$ cat config.mk
export PLATFORM = sky130hd
export DESIGN_NAME = hctb_front
export DESIGN_NICKNAME = d
export VERILOG_FILES = /design/src/rtl/hctb_pkg.sv /design/src/rtl/hctb_front.sv
export SDC_FILE = /design/constraint.sdc
export NUM_CORES = 1
export LEC_CHECK = 0
export BUFFER_PORTS_ARGS = -buffer_cell sky130_fd_sc_hd__buf_4
export CORE_ASPECT_RATIO = 1.4
export CORE_MARGIN = 4
export CORE_UTILIZATION = 30
export DETAILED_ROUTE_END_ITERATION = 10
export GPL_TIMING_DRIVEN = 1
export PLACE_DENSITY_LB_ADDON = 0.3
export RECOVER_POWER = 25
export SYNTH_ARGS = -nofsm -noshare
export SYNTH_HDL_FRONTEND = slang
export SYNTH_SLANG_ARGS = --single-unit
$ cat constraint.sdc
create_clock -name i_clk -period 1.9 [get_ports i_clk]
set_input_delay 0.285 -clock i_clk [delete_from_list [all_inputs] [get_ports i_clk]]
set_output_delay 0.285 -clock i_clk [all_outputs]
set_load 0.03 [all_outputs]
$ cat src/rtl/hctb_pkg.sv
// Shared types and constants of the Huffman code table builder.
// Depends on nothing; imported by all files but hctb_ram.
package hctb_pkg;

    localparam int SYMBOL_W    = 8;
    localparam int CODE_LEN_W  = 6;
    localparam int CODE_BITS_W = 48;
    localparam int STATUS_W    = 2;

    // func field codes
    localparam logic FUNC_DATA = 1'b0;
    localparam logic FUNC_READ = 1'b1;

    // status codes of a result beat
    typedef logic [STATUS_W-1:0] t_status;
    localparam t_status STATUS_OK       = 2'd0;
    localparam t_status STATUS_NO_TABLE = 2'd1;
    localparam t_status STATUS_OVERFLOW = 2'd2;

    typedef struct packed {
        logic                func;
        logic [SYMBOL_W-1:0] data_byte;
        logic                block_end;
    } t_in_item;

    typedef struct packed {
        logic                   entry_valid;
        logic [SYMBOL_W-1:0]    symbol;
        logic [CODE_LEN_W-1:0]  code_length;
        logic [CODE_BITS_W-1:0] code_bits;
        logic                   last_entry;
        t_status                status;
    } t_out_item;

    // classified command from the front end to the engine
    typedef enum logic {
        CMD_COUNT = 1'b0,
        CMD_READ  = 1'b1
    } t_cmd_op;

    typedef struct packed {
        t_cmd_op             op;
        logic [SYMBOL_W-1:0] data_byte;
        logic                block_end;
    } t_cmd;

endpackage

$ cat src/rtl/hctb_front.sv
// Front end: accepts input beats, classifies them into commands, queues two.
// Depends on hctb_pkg.
module hctb_front (
    input  logic              i_clk,
    input  logic              i_rst_n,
    input  logic              i_push,
    output logic              o_full,
    input  hctb_pkg::t_in_item i_in_item,
    output logic              o_cmd_valid,
    input  logic              i_cmd_ready,
    output hctb_pkg::t_cmd    o_cmd
);
    import hctb_pkg::*;

    t_cmd       r_q [2];
    logic       r_wp;
    logic       r_rp;
    logic [1:0] r_cnt;
    t_cmd       cls;
    logic       push_ok;
    logic       pop_ok;

    // classify: drop block_end on read requests
    always_comb begin
        cls.op        = (i_in_item.func == FUNC_READ) ? CMD_READ : CMD_COUNT;
        cls.data_byte = i_in_item.data_byte;
        cls.block_end = i_in_item.block_end & (i_in_item.func == FUNC_DATA);
    end

    assign o_full      = (r_cnt == 2'd2);
    assign o_cmd_valid = (r_cnt != 2'd0);
    assign o_cmd       = r_q[r_rp];
    assign push_ok     = i_push & ~o_full;
    assign pop_ok      = o_cmd_valid & i_cmd_ready;

    // advance the queue pointers and fill level
    always_ff @(posedge i_clk) begin
        if (!i_rst_n) begin
            r_wp  <= 1'b0;
            r_rp  <= 1'b0;
            r_cnt <= 2'd0;
        end else begin
            if (push_ok) begin
                r_q[r_wp] <= cls;
                r_wp      <= ~r_wp;
            end
            if (pop_ok) begin
                r_rp <= ~r_rp;
            end
            unique case ({push_ok, pop_ok})
                2'b10:   r_cnt <= r_cnt + 2'd1;
                2'b01:   r_cnt <= r_cnt - 2'd1;
                default: r_cnt <= r_cnt;
            endcase
        end
    end

endmodule

==> flow_summary_export.csv <==
group,metric,value,unit
outcome,outcome,"finished clean",
yosys,yosys_warnings,0,
die,die_height,74.7,um
yosys,ys_types,17,
pwr,pwr_density_cell,1290,nW/um^2
timing,slew_headroom,0.690,
critical_path,required_time_of_the_worst_setup_path,1.62,ns
clocking,buffer_type_at_the_clock_tree_root,"sky130_fd_sc_hd__clkbuf_8",
detailed_routing,ant_nets,0,
critical_path,path_max_fanout,10,
clocking,clk_latency,0.26,ns
yosys,synth_fp_nets,74,
pwr,power.static_leakage,0.473,nW
run,maxCapViolCount,0,
yosys,synth.cell_area,955,um^2
placed_design,hpwl,1110,um
detailed_routing,firstDrtPassIters,4,
die,chipWidth,55.7,um
detailed_routing,via_count,553,
final_layout,final_layout_size_suffix_gt1_frac,0.472,
detailed_routing,wire_per_inst,11.8,um
global_routing,maximum_number_of_pins_on_one_net_before_global_route_repair,14,
final_layout,fraction_of_the_core_area_covered_by_cells_at_the_end_of_the_flow,0.406,
clocking,numClockSinks,25,
final_layout,area_growth_from_synthesis_to_layout,31.5,%
die,placementRows,24,
timing,finalHoldViolations,0,
final_layout,antenna-diode-count,0,
placed_design,post-place-ws,0.249,ns
clocking,post_cts_resize_count,0,
timing,setup-violations-final,0,
pwr,power_frac_clock,0.182,
global_routing,antenna_found_initial,0,
timing,max_freq,584,MHz
yosys,synth.yosys.seq_area_share,0.734,
final_layout,fill_cells,280,
global_routing,grt_pass1_vias,561,
clocking,cts-htree-levels,1,
detailed_routing,drc,0,
critical_path,critPathCaptureType,"output pin",
clocking,tritoncts,"done",
global_routing,grt_first_pass_wirelength,2370,um
global_routing,grt-ovfl-total,0,
critical_path,setup_crit_start_kind,"register",
pwr,p_int,1.09,mW
pwr,post-layout-total-power,1.62,mW
clocking,post-cts-setup-buffer-count,0,
timing,clock_skew,0.00414,ns
detailed_routing,dr.first_iter.drc_count,19,
die,core-area,3090,um^2
pwr,part_of_the_power_in_registers,0.457,
die,start_util,0.309,
clocking,clkSlewWorstSetupHoldPaths,0.08,ns
clocking,cts_inserted_buffers,3,
worst_hold_path,holdCritPathClass,"in2reg",
detailed_routing,totalWireLength,1510,um
yosys,ys_seq_elements,25,
final_layout,nets,105,
timing,rsz0062_at_grt,"no",
die,dieArea,4160,um^2
clocking,clockBufferDepth,2,
placed_design,numPortBuffers,25,
timing,period_needed,1.71,ns
die,io-pin-count,26,
timing,least_margin_pin_slew,0.465,ns
critical_path,worst-endpoint-arrival,1.43,ns
yosys,synth_cells,59,
timing,timing.final.crit_share,0.901,
timing,timing.final.max_slew_violations,0,
pwr,max-vdd-ir-drop,644,uV
detailed_routing,vias_per_cell,4.32,
clocking,cts-hold-fix-buffers,0,
global_routing,grt_usage,0.0749,
timing,setup_ws,0.188,ns
timing,setup_tns,0,ns
placed_design,gpl.final_weighted_congestion,0.644,
critical_path,timing_worst_setup_path_type,"reg2out",
yosys,synthesized_area_divided_by_synthesized_cell_count,16.2,um^2
pwr,net-switching-power,0.531,mW
pwr,p_comb_frac,0.361,
final_layout,mostFrequentLayoutCells,"sky130_fd_sc_hd__buf_4 (20), sky130_fd_sc_hd__edfxtp_1 (20), sky130_fd_sc_hd__mux2_2 (10)",
pwr,swShare,0.328,
==> power by group through the flow <==
stage	Sequential [mW]	Combinational, mW	Clock (mW)
after floorplan	0.711	0.431	0
after CTS	0.744	0.593	0.303
after global routing	0.754	0.626	0.336
final	0.740	0.584	0.294
after global placement	0.749	0.581	0
after detailed placement	0.755	0.589	0
==> flip-flops by register name, summed over array words and instances, names as in the netlist, named ones only <==
register,cells
r_cnt,2
r_q,20
r_rp,1
r_wp,1
==> logic make-up after synthesis <==
logic type,synth area share
simple gates,0.0616
buf+inv,0.0170
fa+ha+maj,0.0131
flops,0.734
xor+xnor,0.0275
compound gates,0.0288
mux,0.118
==> metrics by stage <==
step | area (um^2) | cells | hold slack (ns)
floorplan | 957 | 59 | 0.384
global placement | 1210 | 124 | 0.471
detailed placement | 1210 | 124 | 0.473
CTS | 1260 | 128 | 0.201
global route | 1250 | 128 | 0.203
finish | 1250 | 128 | 0.211
==> final timing paths <==
path | start | to | slack (ns) | cells after the start
max | register | o_cmd[0] | 0.19 | 2
min reg2reg | r_rp | register | 0.52 | 2
max reg2reg | r_cnt[1] | r_cnt[1] | 0.22 | 5
min | i_in_item[4] | r_q[1][4] | 0.21 | 1
==> cell usage after synthesis (all sizes together) <==
cell     n  area (um^2)
xnor2    2         17.5
nor2     3         11.3
nor3     2         10.0
nand2b   1         6.26
xor2     1         8.76
a21oi    2         10.0
mux2    10          113
or2      1         6.26
or3      2         12.5
dfxtp    5          100
o21a     1         7.51
edfxtp  20          601
inv      3         11.3
buf      1         5.00
nor2b    2         12.5
o21ai    2         10.0
ha       1         12.5
==> critical path, cell delays in order (launching register included) <==
cell	delay [ns]
sky130_fd_sc_hd__dfxtp_1	0.61
sky130_fd_sc_hd__mux2_2	0.39
sky130_fd_sc_hd__buf_4	0.17
==> routing by layer <==
layer | global-route usage | vias up | wire [um]
met5 | 0 | - | 0
met4 | 0.0486 | 0 | 9
met3 | 0.0240 | 2 | 128
met2 | 0.126 | 20 | 766
met1 | 0.0820 | 256 | 602
li1 | - | 275 | -
==> cell type report <==
cell class / instances / area, um^2 / share of cell area
Multi-Input combinational cell: 30 / 250 / 0.199
Inverter: 3 / 11.3 / 0.00897
Timing Repair Buffer: 27 / 199 / 0.159
Sequential cell: 25 / 701 / 0.558
Clock buffer: 4 / 45.0 / 0.0359
Tap cell: 39 / 48.8 / 0.0389
(Power assumes the default switching activity.)
