**src/rtl/hctb_pkg.sv**
```systemverilog
// Shared types and constants of the Huffman code table builder.
// Depends on nothing; imported by all files but hctb_ram.
package hctb_pkg;

    localparam int SYMBOL_W    = 8;
    localparam int CODE_LEN_W  = 6;
    localparam int CODE_BITS_W = 48;
    localparam int STATUS_W    = 2;

    // func field codes
    localparam logic FUNC_DATA = 1'b0;
    localparam logic FUNC_READ = 1'b1;

    // status codes of a result beat
    typedef logic [STATUS_W-1:0] t_status;
    localparam t_status STATUS_OK       = 2'd0;
    localparam t_status STATUS_NO_TABLE = 2'd1;
    localparam t_status STATUS_OVERFLOW = 2'd2;

    typedef struct packed {
        logic                func;
        logic [SYMBOL_W-1:0] data_byte;
        logic                block_end;
    } t_in_item;

    typedef struct packed {
        logic                   entry_valid;
        logic [SYMBOL_W-1:0]    symbol;
        logic [CODE_LEN_W-1:0]  code_length;
        logic [CODE_BITS_W-1:0] code_bits;
        logic                   last_entry;
        t_status                status;
    } t_out_item;

    // classified command from the front end to the engine
    typedef enum logic {
        CMD_COUNT = 1'b0,
        CMD_READ  = 1'b1
    } t_cmd_op;

    typedef struct packed {
        t_cmd_op             op;
        logic [SYMBOL_W-1:0] data_byte;
        logic                block_end;
    } t_cmd;

endpackage

```
**src/rtl/hctb_resq.sv**
```systemverilog
// Result queue: two-entry buffer between the engine and the result port.
// Depends on hctb_pkg.
module hctb_resq (
    input  logic               i_clk,
    input  logic               i_rst_n,
    input  logic               i_push,
    input  hctb_pkg::t_out_item i_item,
    output logic               o_full,
    output logic               o_empty,
    input  logic               i_pop,
    output hctb_pkg::t_out_item o_item
);
    import hctb_pkg::*;

    t_out_item  r_q [2];
    logic       r_wp;
    logic       r_rp;
    logic [1:0] r_cnt;
    logic       push_ok;
    logic       pop_ok;

    assign o_full  = (r_cnt == 2'd2);
    assign o_empty = (r_cnt == 2'd0);
    assign o_item  = r_q[r_rp];
    assign push_ok = i_push & ~o_full;
    assign pop_ok  = i_pop & ~o_empty;

    // advance the queue pointers and fill level
    always_ff @(posedge i_clk) begin
        if (!i_rst_n) begin
            r_wp  <= 1'b0;
            r_rp  <= 1'b0;
            r_cnt <= 2'd0;
        end else begin
            if (push_ok) begin
                r_q[r_wp] <= i_item;
                r_wp      <= ~r_wp;
            end
            if (pop_ok) begin
                r_rp <= ~r_rp;
            end
            unique case ({push_ok, pop_ok})
                2'b10:   r_cnt <= r_cnt + 2'd1;
                2'b01:   r_cnt <= r_cnt - 2'd1;
                default: r_cnt <= r_cnt;
            endcase
        end
    end

endmodule

```
**config.mk**
```make
export PLATFORM = sky130hd
export DESIGN_NAME = hctb_resq
export DESIGN_NICKNAME = d
export VERILOG_FILES = /design/src/rtl/hctb_pkg.sv /design/src/rtl/hctb_resq.sv
export SDC_FILE = /design/constraint.sdc
export NUM_CORES = 1
export LEC_CHECK = 0
export ABC_AREA = 1
export BUFFER_PORTS_ARGS = -buffer_cell sky130_fd_sc_hd__buf_2
export CAP_MARGIN = 20
export CORE_MARGIN = 1.5
export CORE_UTILIZATION = 50
export DETAILED_ROUTE_END_ITERATION = 16
export PLACE_DENSITY = 0.76
export SYNTH_ARGS = -nofsm -noshare
export SYNTH_HDL_FRONTEND = slang
export SYNTH_SLANG_ARGS = --single-unit
```
**constraint.sdc**
```tcl
create_clock -name i_clk -period 7.85 [get_ports i_clk]
set_input_delay 0.3925 -clock i_clk [delete_from_list [all_inputs] [get_ports i_clk]]
set_output_delay 0.3925 -clock i_clk [all_outputs]
set_load 0.05 [all_outputs]
```
==> results_dict.tcl, run 1 <==
set metrics [dict create \
    rows 36 \
    postCtsSetupBuffers 0 \
    p_per_area_nw_per_um2 331 \
    grt-ovfl-total 0 \
    max_freq_mhz 398 \
    syn_nets 315 \
    outcome "finished clean" \
    internal_power_w 0.00153 \
    critical_path_class "reg2out" \
    timing.rr.start "r_cnt[0]$_SDFFE_PN0P_" \
    required_ns 7.46 \
    startpoint_type "flip-flop" \
    end_kind "output port" \
    drive_gt1_share_pct 58.9 \
    drtIter0Drc 131 \
    path_cells "buf_16 > mux2_2 > buf_2" \
    pre_cts_slack_ns 5.41 \
    synth_area_leaders "edfxtp_1 (77%), mux2_4 (12%), mux2_2 (5.7%)" \
    fin_worst_skew_ns 0.00703 \
    ir_drop_v 0.000189 \
    die_x_um 105 \
    p_leak_nw 2.57 \
    slew_headroom_pct 33.5 \
    ys_types 18 \
    ys_seq_area_share_pct 78.5 \
    fin_crit_sh_pct 32.0 \
    seq_power_share_pct 40.8 \
    cp_max_fo 38 \
    yosysTopAreaCell "edfxtp_1" \
    antenna_cells 0 \
    clk_pin_slew_worst_paths_ns 0.06 \
    root_buffer "clkbuf_8" \
    setup_slack_ns 5.34 \
    rsz0062_at_grt "false" \
    cts_hold_buf 0 \
    ios 138 \
    routedWlPerCell_um 16.3 \
    post-dp-hpwl_um 5660 \
    start_util_pct 52.2 \
    port_buffers 137 \
    grt_pass1_wl_um 13900 \
    syn_area_per_cell_um2 21.2 \
    finalSetupViolations 0 \
    crit_buf_inv 2 \
    cts.sinks 137 \
    maxSlewViolCount 0 \
    layout.cells.non_filler 542 \
    core_um2 9910 \
    gp_congestion 0.776 \
    setup.reg_to_reg.worst_slack_ns 5.55 \
    cts_made_buffers 17 \
    tritoncts "done" \
    clock_path_buffers 2 \
    final_nets 468 \
    hold-path-endpoint "r_q[1][3]$_DFFE_PP_" \
    synth_top_area_share_pct 76.6 \
    r2r_end "r_q[0][37]$_DFFE_PP_" \
    track_usage_pct 17.0 \
    hold_start "i_item[3]" \
    yosys_warnings 0 \
    critPathMaxStageDelay_ns 0.67 \
    ctsResizeCount 0 \
    drt_first_pass_iters 4 \
    r2r_cells 3 \
    routed_wl_um 8830 \
    worstSkewPairLatency_ns 0.51 \
    critPathTopFamily "flip-flops" \
    post-place-cells 510 \
    combPwrFrac_pct 23.1 \
    power_switching_w 0.000655 \
    drv_cap 0 \
    period_minus_slack_ns 2.51 \
    dieArea_um2 11000 \
    die_y_um 105 \
    grt_max_degree 67 \
    finalHoldViolations 0 \
    grt_pass1_vias 2867 \
    antenna_left 0 \
    clkPwrFrac_pct 36.1 \
    vias_per_cell 4.98 \
    hold_path_depth 1 \
    drc_errors 0 \
    worst_pin_slew_ns 0.995 \
    ys_ff_latch 137 \
    dr_total_vias 2701 \
    switching_share_pct 29.9 \
    h-tree-depth 4 \
    syn_inst 244 \
    arrival_ns 2.12 \
    final.setup.tns_ns 0 \
    min-delay-path-class "in2reg" \
    slowest_stage "dfxtp_4" \
    syn_area_um2 5180 \
    antenna_found_initial 0 \
    synthToLayoutAreaGrowth_pct 27.9 \
]
==> kinds of logic (layout without fill, tap and decap cells) <==
| family | Yosys count | after routing | synth area share (%) |
|---|---|---|---|
| adder cells (fa/ha/maj) | 1 | 1 | 0.242 |
| multiplexers | 66 | 66 | 17.3 |
| flip-flops | 137 | 137 | 78.5 |
| buffers and inverters | 15 | 180 | 1.86 |
| AND/OR/NAND/NOR | 21 | 21 | 1.69 |
| AO/OA/AOI/OAI | 4 | 4 | 0.459 |
==> final cells by class <==
| class | instances | area, um2 |
|---|---|---|
| clock buffers | 18 | 418 |
| clock inverters | 13 | 176 |
| fillers | 715 | 3290 |
| inverters | 8 | 30.0 |
| multi-input cells | 92 | 1030 |
| flip-flops and latches | 137 | 4070 |
| well taps | 133 | 166 |
| repair buffers | 141 | 736 |
==> per-layer routing <==
layer	part of all wire, %	routed length [um]	vias up	global-route usage [%]
li1	-	-	1258	-
met2	51	4480	105	28.0
met5	0	0	-	0
met3	6.7	587	13	6.11
met1	41	3620	1325	20.0
met4	1.6	140	0	7.73
==> layout by cell type, fill, tap and decap left out, drive strengths merged <==
cell,netlist,final
nand4,1,1
clkinv,0,4
nor2,10,10
edfxtp,132,132
a21oi,1,1
nor3,1,1
nand3,2,2
clkbuf,0,18
mux2,66,66
dfxtp,5,5
clkinvlp,0,3
buf,7,141
nand2,7,7
o21ai,3,3
inv,8,10
ha,1,1
bufinv,0,4
==> power groups by stage <==
stage	combinational (W)	clock, W	sequential [W]
global route	0.000531	0.000837	0.000899
CTS	0.000487	0.000807	0.000914
global placement	0.000479	0	0.000925
finish	0.000506	0.000790	0.000893
detailed placement	0.000486	0	0.000928
floorplan	0.000429	0	0.000892
==> synthesized netlist by cell type, drive strengths merged <==
cell / instances
a21oi: 1
nand3: 2
buf: 7
inv: 8
o21ai: 3
nor2: 10
edfxtp: 132
nand4: 1
nor3: 1
dfxtp: 5
ha: 1
mux2: 66
nand2: 7
==> state kept, by name (all words and copies together) (netlist names), named ones only <==
register and count:
r_wp 1, r_cnt 2, r_q 132, r_rp 1
==> how the worst max path moves through the flow <==
stage	from	endpoint	slack [ns]	depth (start not counted)
after floorplan	r_cnt[0]$_SDFFE_PN0P_	r_q[1][0]$_DFFE_PP_	2.29	2
after global placement	i_rst_n	r_q[0][16]$_DFFE_PP_	5.50	4
after detailed placement	i_rst_n	r_q[0][16]$_DFFE_PP_	5.41	4
after CTS	flip-flop	o_item[63]	5.13	2
after global routing	flip-flop	o_item[63]	5.23	3
final	flip-flop	o_item[63]	5.34	3
==> per-stage QoR <==
step	total power [W]	util, %	area (um2)	hold WS, ns
global route	0.00227	66.8	6620	0.0371
CTS	0.00221	66.6	6600	0.0380
detailed placement	0.00141	60.6	6000	0.473
global placement	0.00140	60.6	6000	0.472
floorplan	0.00132	-	5180	0.452
finish	0.00219	66.8	6620	0.0680
(Power assumes the default switching activity.)
==> inputs of run 2 (changes only) <==
- CORE_UTILIZATION: 50 -> 47
- PLACE_DENSITY: 0.76 -> 0.75
- clock period: 7.85 -> 2.2 ns (I/O delays scaled with it)
==> run 2 against run 1 <==
  * Final cell count up 15%
  * Register-to-register slack worse by 4.9 ns
  * First-iteration DRC count down 27%
  * Worst hold slack better by 0.25 ns
  * Via count up 8.3%
  * Combinational power rose to 3.9 times the previous value
  * Largest cell class unchanged
==> results_dict.tcl, run 2 (synthesis results as in run 1) <==
set metrics [dict create \
    ir_drop_v 0.000647 \
    crit_buf_inv 2 \
    final_nets 541 \
    combPwrFrac_pct 25.2 \
    seq_power_share_pct 39.8 \
    startpoint_type "flip-flop" \
    vias_per_cell 4.70 \
    antenna_found_initial 0 \
    max_freq_mhz 499 \
    maxSlewViolCount 0 \
    critical_path_class "reg2out" \
    worst_pin_slew_ns 0.491 \
    cts.sinks 137 \
    largest-register "r_q" \
    cp-endpoint "o_item[57]" \
    end_kind "output port" \
    drtIter0Drc 96 \
    start_util_pct 48.0 \
    core_um2 10800 \
    final.setup.tns_ns 0 \
    p_leak_nw 2.89 \
    worstSkewPairLatency_ns 0.51 \
    critPathMaxStageDelay_ns 0.41 \
    finalHoldViolations 0 \
    rsz0062_at_grt "false" \
    die_x_um 108 \
    antenna_left 0 \
    drive_gt1_share_pct 52.2 \
    clock_path_buffers 2 \
    final_cell_mix "buf_2 (137), edfxtp_1 (132), dlygate4sd3_1 (69)" \
    pre_cts_slack_ns 0.647 \
    grt_max_degree 38 \
    fill_cells 688 \
    cts_hold_buf 69 \
    r2r_cells 4 \
    cp_num_cells 3 \
    setup_slack_ns 0.195 \
    tritoncts "done" \
    routedWlPerCell_um 15.4 \
    finalSetupViolations 0 \
    postCtsSetupBuffers 0 \
    dieArea_um2 11700 \
    clkPwrFrac_pct 35.0 \
    clk_pin_slew_worst_paths_ns 0.06 \
    track_usage_pct 17.2 \
    min-delay-path-class "in2reg" \
    cts_made_buffers 17 \
    largest_reg_flops 132 \
    final_common_cell "buf_2" \
    post-dp-hpwl_um 5710 \
    setup.reg_to_reg.worst_slack_ns 0.65 \
    cp_max_fo 29 \
    grt_pass1_wl_um 14700 \
    grt-ovfl-total 0 \
    h-tree-depth 4 \
    root_buffer "clkbuf_8" \
    routed_wl_um 9570 \
    drv_cap 0 \
    top_regs "r_q: 132 flops, r_cnt: 2 flops" \
    path_cells "buf_4 > mux2_2 > buf_2" \
    total_power_w 0.00788 \
    required_ns 2.09 \
    r2r_end "r_q[0][39]$_DFFE_PP_" \
    power_switching_w 0.00241 \
    grt_pass1_vias 3130 \
    timing.rr.start "r_wp$_SDFFE_PN0P_" \
    fin_crit_sh_pct 91.1 \
    slowest_stage "mux2_2" \
    p_per_area_nw_per_um2 1070 \
    synthToLayoutAreaGrowth_pct 42.6 \
    critPathTopFamily "buffers and inverters" \
    arrival_ns 1.90 \
    outcome "finished clean" \
    ios 138 \
    drc_errors 0 \
    dr_total_vias 2925 \
    internal_power_w 0.00548 \
    port_buffers 137 \
    slew_headroom_pct 67.2 \
    gp_congestion 0.660 \
    antenna_cells 0 \
    rows 38 \
    switching_share_pct 30.5 \
    drt_first_pass_iters 5 \
    period_minus_slack_ns 2.01 \
    fin_worst_skew_ns 0.0116 \
    ctsResizeCount 0 \
    die_y_um 108 \
]
run 2: cell types whose count changed in the layout (fill, tap and decap cells not counted), moves of 2 or more:
cell / before / now
dlygate4sd3_1: 0 / 69
buf_12: 0 / 3
clkinv_4: 0 / 3
buf_4: 3 / 5
clkinv_1: 3 / 1
clkinv_2: 1 / 3
dfxtp_1: 4 / 2
run 2: metrics by stage:
step                utilization [%]  hold slack [ns]  instance area (um2)  instances
floorplan                         -            0.209                 5210        244
global placement               56.6            0.299                 6100        522
detailed placement             56.6            0.302                 6100        522
CTS                            68.4            0.289                 7380        623
global route                   68.4            0.297                 7380        623
finish                         68.4            0.317                 7380        623
run 2: area by class of cell:
class                   instances  area [um2]  area share [%]
well taps                     140         175            2.37
flip-flops and latches        137        4070            55.2
inverters                       8        30.0           0.407
clock inverters                15         175            2.37
multi-input cells              92        1040            14.1
repair buffers                214        1470            20.0
clock buffers                  17         414            5.61
run 2: how the worst min path moves through the flow:
stage / startpoint / to / cells past startpoint
6_report: i_item[60] / r_q[1][60]$_DFFE_PP_ / 2
5_1_grt: i_item[60] / r_q[1][60]$_DFFE_PP_ / 2
4_1_cts: i_item[10] / r_q[0][10]$_DFFE_PP_ / 2
3_5_place_dp: i_item[6] / r_q[0][6]$_DFFE_PP_ / 1
3_3_place_gp: i_item[57] / r_q[0][57]$_DFFE_PP_ / 1
2_1_floorplan: i_item[0] / r_q[0][0]$_DFFE_PP_ / 0
run 2: per-layer routing:
| metal | global-route usage, % | part of all wire, % |
|---|---|---|
| met1 | 18.3 | 40 |
| met2 | 31.6 | 53 |
| met3 | 5.79 | 6.4 |
| met4 | 6.02 | 1.0 |
| met5 | 0 | 0 |
run 2: power by group through the flow:
stage	Sequential, W	Clock [W]	Combinational, W
6_report	0.00314	0.00276	0.00199
5_1_grt	0.00315	0.00295	0.00210
4_1_cts	0.00314	0.00282	0.00200
3_5_place_dp	0.00319	0	0.00190
3_3_place_gp	0.00318	0	0.00188
2_1_floorplan	0.00317	0	0.00154
